===== src/hdl/yvi_pkg.sv =====
// Package for the YUYV 4:2:2 to I420 converter: register indexes, reset values,
// the position flags passed from the counter to the datapath and the frame size clamp.
// No dependencies.
package yvi_pkg;

  localparam int CFG_DW = 12;

  typedef enum logic {
    REG_FRAME_WIDTH  = 1'b0,
    REG_FRAME_HEIGHT = 1'b1
  } cfg_reg_t;

  localparam logic [CFG_DW-1:0] FRAME_WIDTH_RST  = 12'd640;
  localparam logic [CFG_DW-1:0] FRAME_HEIGHT_RST = 12'd480;

  // Position of the current request inside the frame
  typedef struct packed {
    logic odd_row;
    logic last_px;
  } pos_t;

  // Even size in [2, max], lowest register bit dropped
  function automatic logic [13:0] eff_size(logic [CFG_DW-1:0] r, logic [13:0] mx);
    logic [13:0] v;
    v = {2'b00, r & 12'hFFE};
    if (v < 14'd2) v = 14'd2;
    if (v > mx) v = mx & ~14'd1;
    if (v < 14'd2) v = 14'd2;
    return v;
  endfunction

endpackage


===== src/hdl/yvi_ctr.sv =====
// Frame size registers and the pair column / row counters of the converter.
// Depends on yvi_pkg.
module yvi_ctr #(
  parameter int MAX_WIDTH  = 2048,
  parameter int MAX_HEIGHT = 2048,
  localparam int CW = (MAX_WIDTH / 2 > 1) ? $clog2(MAX_WIDTH / 2) : 1,
  localparam int RW = (MAX_HEIGHT > 1) ? $clog2(MAX_HEIGHT) : 1
) (
  input  logic                      clk,
  input  logic                      rst_n,
  input  logic                      cfg_we,
  input  yvi_pkg::cfg_reg_t         cfg_index,
  input  logic [yvi_pkg::CFG_DW-1:0] cfg_data,
  input  logic                      step,
  input  logic                      start,
  output logic [CW-1:0]             col,
  output yvi_pkg::pos_t             pos
);

  localparam logic [13:0] WMAX = 14'(MAX_WIDTH);
  localparam logic [13:0] HMAX = 14'(MAX_HEIGHT);

  logic [yvi_pkg::CFG_DW-1:0] width_r, height_r;
  logic [CW-1:0] col_r, col_nxt, col_cur;
  logic [RW-1:0] row_r, row_nxt, row_cur;
  logic [CW:0]   pairs;
  logic [RW:0]   rows;
  logic          last_col, last_row;
  logic [13:0]   eff_w;

  always_comb begin
    eff_w = yvi_pkg::eff_size(width_r, WMAX);
    pairs = (CW+1)'(eff_w >> 1);
    rows  = (RW+1)'(yvi_pkg::eff_size(height_r, HMAX));
  end

  // Frame start restarts the counters before this request is handled
  assign col_cur = start ? '0 : col_r;
  assign row_cur = start ? '0 : row_r;

  assign last_col = ({1'b0, col_cur} + (CW+1)'(1)) >= pairs;
  assign last_row = ({1'b0, row_cur} + (RW+1)'(1)) >= rows;

  always_comb begin
    col_nxt = col_cur + CW'(1);
    row_nxt = row_cur;
    if (last_col) begin
      col_nxt = '0;
      row_nxt = last_row ? '0 : row_cur + RW'(1);
    end
  end

  assign col         = col_cur;
  assign pos.odd_row = row_cur[0];
  assign pos.last_px = last_col && last_row;

  always_ff @(posedge clk) begin
    if (!rst_n) begin
      width_r  <= yvi_pkg::FRAME_WIDTH_RST;
      height_r <= yvi_pkg::FRAME_HEIGHT_RST;
      col_r    <= '0;
      row_r    <= '0;
    end else begin
      if (cfg_we) begin
        case (cfg_index)
          yvi_pkg::REG_FRAME_WIDTH:  width_r  <= cfg_data;
          yvi_pkg::REG_FRAME_HEIGHT: height_r <= cfg_data;
          default: ;
        endcase
      end
      if (step) begin
        col_r <= col_nxt;
        row_r <= row_nxt;
      end
    end
  end

endmodule

===== config.mk =====
export PLATFORM = sky130hd
export DESIGN_NAME = yvi_ctr
export DESIGN_NICKNAME = d
export VERILOG_FILES = /design/src/hdl/yvi_pkg.sv /design/src/hdl/yvi_ctr.sv
export SDC_FILE = /design/constraint.sdc
export NUM_CORES = 1
export LEC_CHECK = 0
export BUFFER_PORTS_ARGS = -buffer_cell sky130_fd_sc_hd__buf_2
export CAP_MARGIN = 30
export CORE_MARGIN = 3
export CORE_UTILIZATION = 40
export DETAILED_ROUTE_END_ITERATION = 10
export PLACE_DENSITY_LB_ADDON = 0.05
export SLEW_MARGIN = 30
export SYNTH_ARGS = -nofsm -noshare
export SYNTH_HDL_FRONTEND = slang
export SYNTH_SLANG_ARGS = --single-unit

===== constraint.sdc =====
create_clock -name clk -period 3.7 [get_ports clk]
set_input_delay 0.185 -clock clk [delete_from_list [all_inputs] [get_ports clk]]
set_output_delay 0.185 -clock clk [all_outputs]
set_load 0.01 [all_outputs]

==> flow_summary.ini, run 1 <==
[outcome]
status = completed

[cells_and_area]
num_antenna_cells = 0
fin_area_mm2 = 0.00298
layout.nets = 402
layout.cells.non_filler = 438
finish.utilization = 0.461
syn2layout_area_growth_pct = 9.79
drive_gt1_frac = 0.144

[power_and_ir_drop]
power_per_cell_area_mw_per_mm2 = 296
clockPowerShare = 0.330
p_switching_mw = 0.232
power_mw = 0.880
swShare = 0.263
leakage_nw = 1.33
p_int_mw = 0.648
worst_ir_drop_vdd_mv = 0.126
pwr-share-comb = 0.116
seqPwrFrac = 0.553

[synthesis]
yosysWarnings = 0
syn_avg_cell_area_um2 = 7.99
postSynthCellCount = 339
synth_edf_count = 0
async_flop_share = 0
ys_seq_elements = 43
synth_seq_area_share = 0.318
mappedNetlistArea_mm2 = 0.00271
synth_nets = 381
synth_flop_cell = dfxtp_1
ys_types = 43

[detailed_routing]
drtIter0Drc = 73
drt-wirelength-per-cell_um = 13.7
drc = 0
detail_route.first_pass.iterations = 4
postRouteAntennaNets = 0
vias = 2310
routed_via_density = 5.27
wirelength_um = 5990

[sta]
fin_crit_ns = 3.23
worstMarginPinSlew_ns = 0.743
slew_viol_final = 0
fin_crit_sh = 0.872
finalHoldViolCount = 0
fmax_mhz = 310
setup_viol = 0
maxSlewHeadroom = 0.504
finalSetupTns_ns = 0
rsz0062_at_grt = false
skew_ns = 0.00748

[global_route]
grt.total_usage = 0.167
antenna_found_initial = 0
grt_pass1_vias = 2206
grt.overflow.total = 0
grt_max_degree = 47
grt_pass1_wl_um = 10300

[clock_tree]
numCtsBuffers = 5
cts.path.max_buffers = 2
cts_resized = 0
cts.clk_slew.worst_paths_ns = 0.08
cts-root-buf = clkbuf_8
clk_latency_ns = 0.29
cts_hold_buf = 0
clock_sinks = 43
cts_tree = done
cts_setup_buffers = 0
htree_levels = 2

[setup_path]
crit_chain = nor2b_1 -> ha_1 -> and3_1 -> nand3_1 -> xor2_1 -> nor2_1 -> ha_1 -> nand2_1 -> nor3_1 -> o311ai_4 -> a31oi_1 -> buf_2
critical_path_class = register to primary output
max_stage_delay_ns = 0.42
cpMostUsedCell = ha_1
crit_family = simple AND/OR/NAND/NOR gates
crit_buf_inv = 1
critPathCaptureType = primary output
cp-start-kind = register
slowest_stage = dfxtp_1
required_ns = 3.51
arrival_ns = 3.04
crit_fanout = 5

[worst_hold_path]
hp-class = primary input to register

[place]
dpl.cell_count = 430
place_congestion = 0.802
io_buffer_count = 28
place_hpwl_um = 4560
postPlaceCellArea_mm2 = 0.00289

[die]
rows = 29
die_h_um = 88.3
core_area_mm2 = 0.00646
fp.dieArea_mm2 = 0.00780
pin_count = 30
die_w_um = 88.3
start_util = 0.420

[job]
max_cap_violations = 0
## worst min-delay path, stage by stage
cell and delay [ns]:
buf_2 0.09, nand2_1 0.05, nand3_1 0.07
## path summary, 6_finish.rpt
| path | start | to | slack, ns | cells after the start |
|---|---|---|---|---|
| worst max-delay path | row_r[0]$_SDFFE_PN0P_ | pos[0] | 0.47 | 12 |
| worst min-delay path | cfg_data[7] | width_r[7]$_SDFFE_PN1P_ | 0.13 | 3 |
| worst max register to register | row_r[0]$_SDFFE_PN0P_ | row_r[5]$_SDFFE_PN0P_ | 0.52 | 13 |
| worst min register to register | col_r[6]$_SDFFE_PN0P_ | col_r[6]$_SDFFE_PN0P_ | 0.47 | 2 |
## flip-flops by register name (all words and copies together), names as in the netlist
| register | flops |
|---|---|
| col_r | 10 |
| height_r | 11 |
| row_r | 11 |
| width_r | 11 |
## per-stage QoR
stage               setup WS [ns]  hold slack, ns
global route                0.184           0.134
finish                      0.475           0.130
floorplan                   0.748           0.309
detailed placement          0.498           0.426
CTS                         0.409           0.121
global placement            0.530           0.435
## per-layer routing
| layer | global-route usage | vias to the layer above | wire, um |
|---|---|---|---|
| met4 | 0.0508 | 0 | 82 |
| li1 | - | 1224 | - |
| met2 | 0.255 | 47 | 2590 |
| met5 | 0 | - | 0 |
| met3 | 0.0354 | 6 | 273 |
| met1 | 0.237 | 1033 | 3040 |
## cells in the mapped netlist, types with 4 or more instances
cell type | n | area (um2)
nand2_1 | 85 | 319
dfxtp_1 | 43 | 861
ha_1 | 24 | 300
nand3_1 | 24 | 120
a21boi_0 | 20 | 150
nor2_1 | 19 | 71.3
xor2_1 | 13 | 114
nor2b_1 | 12 | 75.1
clkbuf_1 | 10 | 37.5
a32o_2 | 9 | 101
a21oi_1 | 7 | 35.0
a21boi_1 | 5 | 37.5
inv_1 | 5 | 18.8
nand4_1 | 5 | 31.3
o21ai_0 | 5 | 25.0
a21o_1 | 4 | 30.0
nor4_1 | 4 | 25.0
xnor2_1 | 4 | 35.0
## power groups by stage
stage                     logic (mW)  registers [mW]  clock network, mW
after floorplan               0.0755           0.495                  0
after global placement         0.104           0.498                  0
after detailed placement       0.104           0.498                  0
after CTS                      0.105           0.487              0.299
after global routing           0.119           0.489              0.322
final                          0.102           0.487              0.291
## placed cells by master, fill, tap and decap left out, types with 3 or more instances in the layout
cell type,netlist,final
nor4_1,4,4
nand4_1,5,5
a21o_1,4,4
nor2b_1,12,12
a31oi_1,3,3
a21oi_1,7,7
a32o_2,9,9
nor3_1,3,3
xor2_1,13,13
nand2_1,85,85
dfxtp_1,43,43
and2b_1,3,3
a21boi_0,20,20
ha_1,24,24
and3_1,3,3
o21ai_0,5,5
nand3_1,24,24
nor2_1,19,19
a21boi_1,5,5
buf_2,3,28
inv_1,5,5
xnor2_1,4,4
clkbuf_8,0,5
## cell type report
class,instances,area [um2]
clock buffers,7,76.3
inverters,7,26.3
clock inverters,1,5.00
multi-input cells,273,1760
flip-flops and latches,43,861
repair buffers,30,155
well taps,77,96.3
fillers,681,3480
## cells by family (layout without fill, tap and decap cells)
logic type / after synthesis / after routing / synth area share
buffers and inverters: 23 / 45 / 0.0346
DFF: 43 / 43 / 0.318
xor gates and xnor gates: 17 / 17 / 0.0549
adders and majority gates: 24 / 24 / 0.111
and+or+nand+nor: 169 / 169 / 0.292
AOI/OAI and AO/OA: 63 / 63 / 0.190
(Power assumes the default switching activity.)
==> run 2: changes to the inputs <==
==> constraint.sdc (replaced) <==
create_clock -name clk -period 4.1 [get_ports clk]
set_input_delay 0.205 -clock clk [delete_from_list [all_inputs] [get_ports clk]]
set_output_delay 0.205 -clock clk [all_outputs]
set_load 0.01 [all_outputs]
==> run 2 against run 1 <==
  * Core utilization about the same
  * Combinational power down 9%
  * Largest power group unchanged
  * Clock skew up 0.0026 ns
  * Flip-flop and latch count stayed put
  * Critical path depth stayed put
  * Largest cell class unchanged
==> flow_summary.ini, run 2 (synthesized netlist as in run 1, its figures left out) <==
[sta]
maxSlewHeadroom = 0.499
fin_crit_sh = 0.809
slew_viol_final = 0
finalSetupTns_ns = 0
setup_ws_ns = 0.781
setup_viol = 0
worstMarginPinSlew_ns = 0.751
rsz0062_at_grt = false
skew_ns = 0.0101
finalHoldViolCount = 0
fmax_mhz = 301
fin_crit_ns = 3.32

[setup_path]
reg2reg_from = col_r[0]$_SDFFE_PN0P_
arrival_ns = 3.11
required_ns = 3.89
startpoint = col_r[0]$_SDFFE_PN0P_
crit_cells = 12
slowest_stage = a31oi_4
crit_fanout = 10
rrSetupSlack_ns = 0.85
reg2reg_depth = 12
crit_buf_inv = 1
critPathCaptureType = primary output
crit_chain = nor2b_1 -> ha_1 -> nand3_1 -> nor2_1 -> xor2_1 -> ha_1 -> a21oi_1 -> o21ai_0 -> o21bai_1 -> a31oi_4 -> a31oi_1 -> buf_2
cpMostUsedCell = ha_1
crit_family = compound AO/OA/AOI/OAI gates
cp-start-kind = register
max_stage_delay_ns = 0.36
r2r-end = row_r[9]$_SDFFE_PN0P_
critical_path_class = register to primary output

[cells_and_area]
syn2layout_area_growth_pct = 9.88
layout.nets = 402
layout_commonest_cell = nand2_1
num_antenna_cells = 0
drive_gt1_frac = 0.150
multiInputGateArea_mm2 = 0.00176
reg_top3 = height_r x11, row_r x11, width_r x11
regArea_um2 = 861
final_cell_mix = 85 x nand2_1, 43 x dfxtp_1, 28 x buf_2, 24 x nand3_1, 24 x ha_1
n_fill_cell = 693
layout.cells.non_filler = 438

[global_route]
grt_pass1_wl_um = 10600
grt.met1_usage = 0.237
gr-max-usage-layer = met2
antenna_found_initial = 0
grt.overflow.total = 0
grt_pass1_vias = 2261
globalRouteMet3Util = 0.0317
grt.total_usage = 0.172
grt_max_degree = 47
met2_usage = 0.278

[detailed_routing]
drc = 0
detail_route.first_pass.iterations = 6
drt-wirelength-per-cell_um = 14.0
drtIter0Drc = 93
routed_via_density = 5.27
wirelength_um = 6140
vias = 2309
postRouteAntennaNets = 0

[die]
die_w_um = 88.3
pin_count = 30
fp.dieArea_mm2 = 0.00780
rows = 29
die_h_um = 88.3
core_area_mm2 = 0.00646
start_util = 0.420

[place]
io_buffer_count = 28
pre_cts_ws_ns = 0.757
place_congestion = 0.784
dpl.cell_count = 430
place_hpwl_um = 4650

[clock_tree]
cts.path.max_buffers = 2
cts_setup_buffers = 0
htree_levels = 2
cts_resized = 0
cts.clk_slew.worst_paths_ns = 0.09
cts-root-buf = clkbuf_8
clk_latency_ns = 0.30
numCtsBuffers = 5
clock_sinks = 43
cts_tree = done
cts_hold_buf = 0

[worst_hold_path]
holdPathEnd = width_r[7]$_SDFFE_PN1P_
hp-start = cfg_data[7]
hold_depth = 3
hp-class = primary input to register

[power_and_ir_drop]
leakage_nw = 1.33
power_per_cell_area_mw_per_mm2 = 269
power_mw = 0.800
worst_ir_drop_vdd_mv = 0.145

[outcome]
status = completed

[job]
max_cap_violations = 0
[run 2: changes by cell type in the layout (fill, tap and decap cells not counted)]
cell      before  now
clkbuf_1       2    0
clkinv_2       1    3
[run 2: routing by layer]
layer / part of all wire / up-vias / wire, um
met5: 0 / - / 0
met4: 0.0072 / 0 / 44
met3: 0.039 / 4 / 238
met2: 0.44 / 35 / 2720
met1: 0.51 / 1049 / 3140
li1: - / 1221 / -
[run 2: tightest hold or removal path, cell delays in order]
cell and delay [ns]:
buf_2 0.09, nand2_1 0.05, nand3_1 0.07
[run 2: per-stage QoR]
| step | hold WS, ns | instance area [um2] | util |
|---|---|---|---|
| 2_1_floorplan | 0.329 | 2710 | - |
| 3_3_place_gp | 0.454 | 2890 | 0.448 |
| 3_5_place_dp | 0.446 | 2890 | 0.448 |
| 4_1_cts | 0.140 | 2980 | 0.461 |
| 5_1_grt | 0.166 | 2980 | 0.461 |
| 6_report | 0.149 | 2980 | 0.461 |
[run 2: report_power, final]
group | internal, mW | total [mW] | switching (mW)
Clock | 0.117 | 0.267 | 0.151
Sequential | 0.430 | 0.440 | 0.00974
Combinational | 0.0356 | 0.0931 | 0.0575
[run 2: how the worst max path moves through the flow]
| stage | endpoint |
|---|---|
| 4_1_cts | pos[0] |
| 3_5_place_dp | row_r[9]$_SDFFE_PN0P_ |
| 6_report | pos[0] |
| 2_1_floorplan | row_r[10]$_SDFFE_PN0P_ |
| 5_1_grt | pos[0] |
| 3_3_place_gp | row_r[4]$_SDFFE_PN0P_ |
[run 2: cell type report]
class	count	share of cell area
repair buffers	30	0.0521
inverters	7	0.00882
multi-input cells	273	0.589
clock buffers	5	0.0231
clock inverters	3	0.00504
well taps	77	0.0324
flip-flops and latches	43	0.289
==> run 3: changes to the inputs <==
--- a/config.mk
+++ b/config.mk
@@ -5,6 +5,7 @@
 export SDC_FILE = /design/constraint.sdc
 export NUM_CORES = 1
 export LEC_CHECK = 0
+export ABC_AREA = 1
 export BUFFER_PORTS_ARGS = -buffer_cell sky130_fd_sc_hd__buf_2
 export CAP_MARGIN = 30
 export CORE_MARGIN = 3
==> constraint.sdc (replaced) <==
create_clock -name clk -period 3.1 [get_ports clk]
set_input_delay 0.155 -clock clk [delete_from_list [all_inputs] [get_ports clk]]
set_output_delay 0.155 -clock clk [all_outputs]
set_load 0.01 [all_outputs]
==> run 3 against run 2 <==
  * Clock skew increased by 0.0014 ns
  * Routed wire length increased by 25%
  * Combinational power increased by 140%
  * Synthesized cell count increased by 43%
  * Worst setup slack got worse by 0.62 ns
  * Hold slack got worse by 0.047 ns
  * Non-clock buffer count increased by 12
  * Area after synthesis increased by 14%
  * Die area increased by 13%
  * Global-route usage increased by 0.86 points
  * Highest routed layer unchanged
==> flow_summary.ini, run 3 <==
[outcome]
status = completed

[die]
pin_count = 30
start_util = 0.419
rows = 31
die_w_um = 93.8
die_h_um = 93.8
fp.dieArea_mm2 = 0.00880
core_area_mm2 = 0.00737

[detailed_routing]
drt-wirelength-per-cell_um = 12.4
wirelength_um = 7680
drtIter0Drc = 112
routed_via_density = 4.76
drc = 0
detail_route.first_pass.iterations = 4
postRouteAntennaNets = 0
vias = 2956

[power_and_ir_drop]
worst_ir_drop_vdd_mv = 0.174
power_per_cell_area_mw_per_mm2 = 318
leakage_nw = 1.71

[cells_and_area]
layout_commonest_cell = nand2_1
regArea_um2 = 865
final_cell_mix = 136 x nand2_1, 66 x nor2_1, 53 x inv_1, 40 x dfxtp_1, 34 x a21oi_1
finish.utilization = 0.500
reg_top3 = height_r x11, row_r x11, width_r x11
fin_area_mm2 = 0.00368
syn2layout_area_growth_pct = 19.5
multiInputGateArea_mm2 = 0.00211
n_fill_cell = 824
drive_gt1_frac = 0.218
layout.nets = 563
num_antenna_cells = 0

[setup_path]
crit_buf_inv = 3
critical_path_class = register to primary output
max_stage_delay_ns = 0.32
arrival_ns = 2.78
crit_family = simple AND/OR/NAND/NOR gates
rrSetupSlack_ns = 0.24
slowest_stage = dfxtp_2
required_ns = 2.94
crit_fanout = 8
crit_chain = or2_4 -> nor4_4 -> nand2_2 -> o21ai_4 -> nand2_1 -> ha_1 -> nand2_1 -> inv_2 -> nand2_2 -> nor2_1 -> nand2_1 -> nand4_1 -> nand2_2 -> inv_2 -> buf_6
critPathCaptureType = primary output
cp-start-kind = register

[synthesis]
synth.top_cells.by_count = 146 x nand2_1, 68 x nor2_1, 59 x inv_1
synth_top_area_share = 0.279
synth_nets = 527
mappedNetlistArea_mm2 = 0.00308
yosysWarnings = 0
postSynthCellCount = 485
synth_seq_area_share = 0.279
yosys.area.top_type = dfxtp_1
ys_types = 35
async_flop_share = 0
ys_seq_elements = 43
syn_avg_cell_area_um2 = 6.36
synth_area_leaders = dfxtp_1 28%, nand2_1 18%, ha_1 9.7%
synth.most_common_cell = nand2_1
synth_edf_count = 0
synth_flop_cell = dfxtp_1

[sta]
finalHoldViolCount = 0
fmax_mhz = 340
rsz0062_at_grt = true
holdWs_ns = 0.102
fin_crit_sh = 0.948
setup_viol = 0
skew_ns = 0.0115
setup_ws_ns = 0.162
slew_viol_final = 0
finalSetupTns_ns = 0
worstMarginPinSlew_ns = 0.758
fin_crit_ns = 2.94
maxSlewHeadroom = 0.494

[place]
postPlaceCellArea_mm2 = 0.00333
place_congestion = 0.819
pre_cts_ws_ns = 0.163
place_hpwl_um = 5770
io_buffer_count = 28

[clock_tree]
cts.path.max_buffers = 2
cts.clk_slew.worst_paths_ns = 0.08
clk_latency_ns = 0.30
htree_levels = 2
numCtsBuffers = 5
cts_tree = done
cts-root-buf = clkbuf_8
cts_hold_buf = 0
clock_sinks = 43

[global_route]
grt_pass1_vias = 2745
grt_pass1_wl_um = 12800
antenna_found_initial = 0
grt_max_degree = 30
grt.overflow.total = 0
grt.total_usage = 0.180

[worst_hold_path]
hp-class = primary input to register

[job]
max_cap_violations = 0
## run 3: final cells by class
cell class | count | share of cell area
clock buffer | 7 | 0.0207
inverter | 62 | 0.0645
sequential | 43 | 0.235
timing repair buffer | 42 | 0.0737
tap | 99 | 0.0336
multi-input combinational | 367 | 0.571
clock inverter | 1 | 0.00136
## run 3: kinds of logic after synthesis
group / Yosys count / synth area share
adder cells (fa/ha/maj): 24 / 0.0974
XOR/XNOR: 8 / 0.0276
AO/OA/AOI/OAI: 61 / 0.102
flip-flops: 43 / 0.279
AND/OR/NAND/NOR: 274 / 0.393
buffers and inverters: 75 / 0.101
## run 3: layer usage
| metal | routed length [um] | up-vias | global-route usage |
|---|---|---|---|
| met5 | 0 | - | 0 |
| met4 | 38 | 0 | 0.0361 |
| met3 | 323 | 2 | 0.0256 |
| met2 | 3470 | 47 | 0.296 |
| met1 | 3850 | 1305 | 0.251 |
| li1 | - | 1602 | - |
## run 3: final timing paths
path,startpoint,cells after the start,end
max reg2reg,col_r[0]$_SDFFE_PN0P_,18,col_r[9]$_SDFFE_PN0P_
max,height_r[3]$_SDFFE_PN0P_,15,pos[0]
min,cfg_data[6],3,height_r[6]$_SDFFE_PN1P_
min reg2reg,col_r[1]$_SDFFE_PN0P_,2,col_r[1]$_SDFFE_PN0P_
## run 3: power by group
| part | internal, mW | leakage (nW) | switching (mW) |
|---|---|---|---|
| logic | 0.0837 | 1.32 | 0.137 |
| clock network | 0.159 | 0.0422 | 0.194 |
| registers | 0.577 | 0.353 | 0.0217 |
| total | 0.819 | 1.71 | 0.354 |
## run 3: through the flow
| stage | power (mW) | cells |
|---|---|---|
| after floorplan | 0.750 | 485 |
| after global placement | 0.804 | 605 |
| after detailed placement | 0.806 | 605 |
| after CTS | 1.16 | 613 |
| after global routing | 1.25 | 621 |
| final | 1.17 | 621 |
## run 3: worst reg2reg max path, cell delays in order, from the launching register on
cell     delay, ns
dfxtp_1       0.34
inv_1         0.07
nor2_4        0.12
ha_4          0.16
nand3_2       0.11
nor2_4        0.17
nand4_1       0.14
nor2_1        0.15
ha_1          0.27
nand2_1       0.09
inv_1         0.04
nand2_1       0.05
nand2_1       0.05
a21oi_2       0.14
nand3_2       0.13
buf_4         0.15
nor2_2        0.35
nand2_1       0.10
a21oi_1       0.15
## run 3: repair_timing
action | CTS | global route
endpoints found under the hold margin | 0 | 0
pin swaps | 0 | 22
endpoints found under the setup margin | 1 | 12
cloned | 0 | 0
gates resized for setup | 2 | 43
buffers inserted | 0 | 7
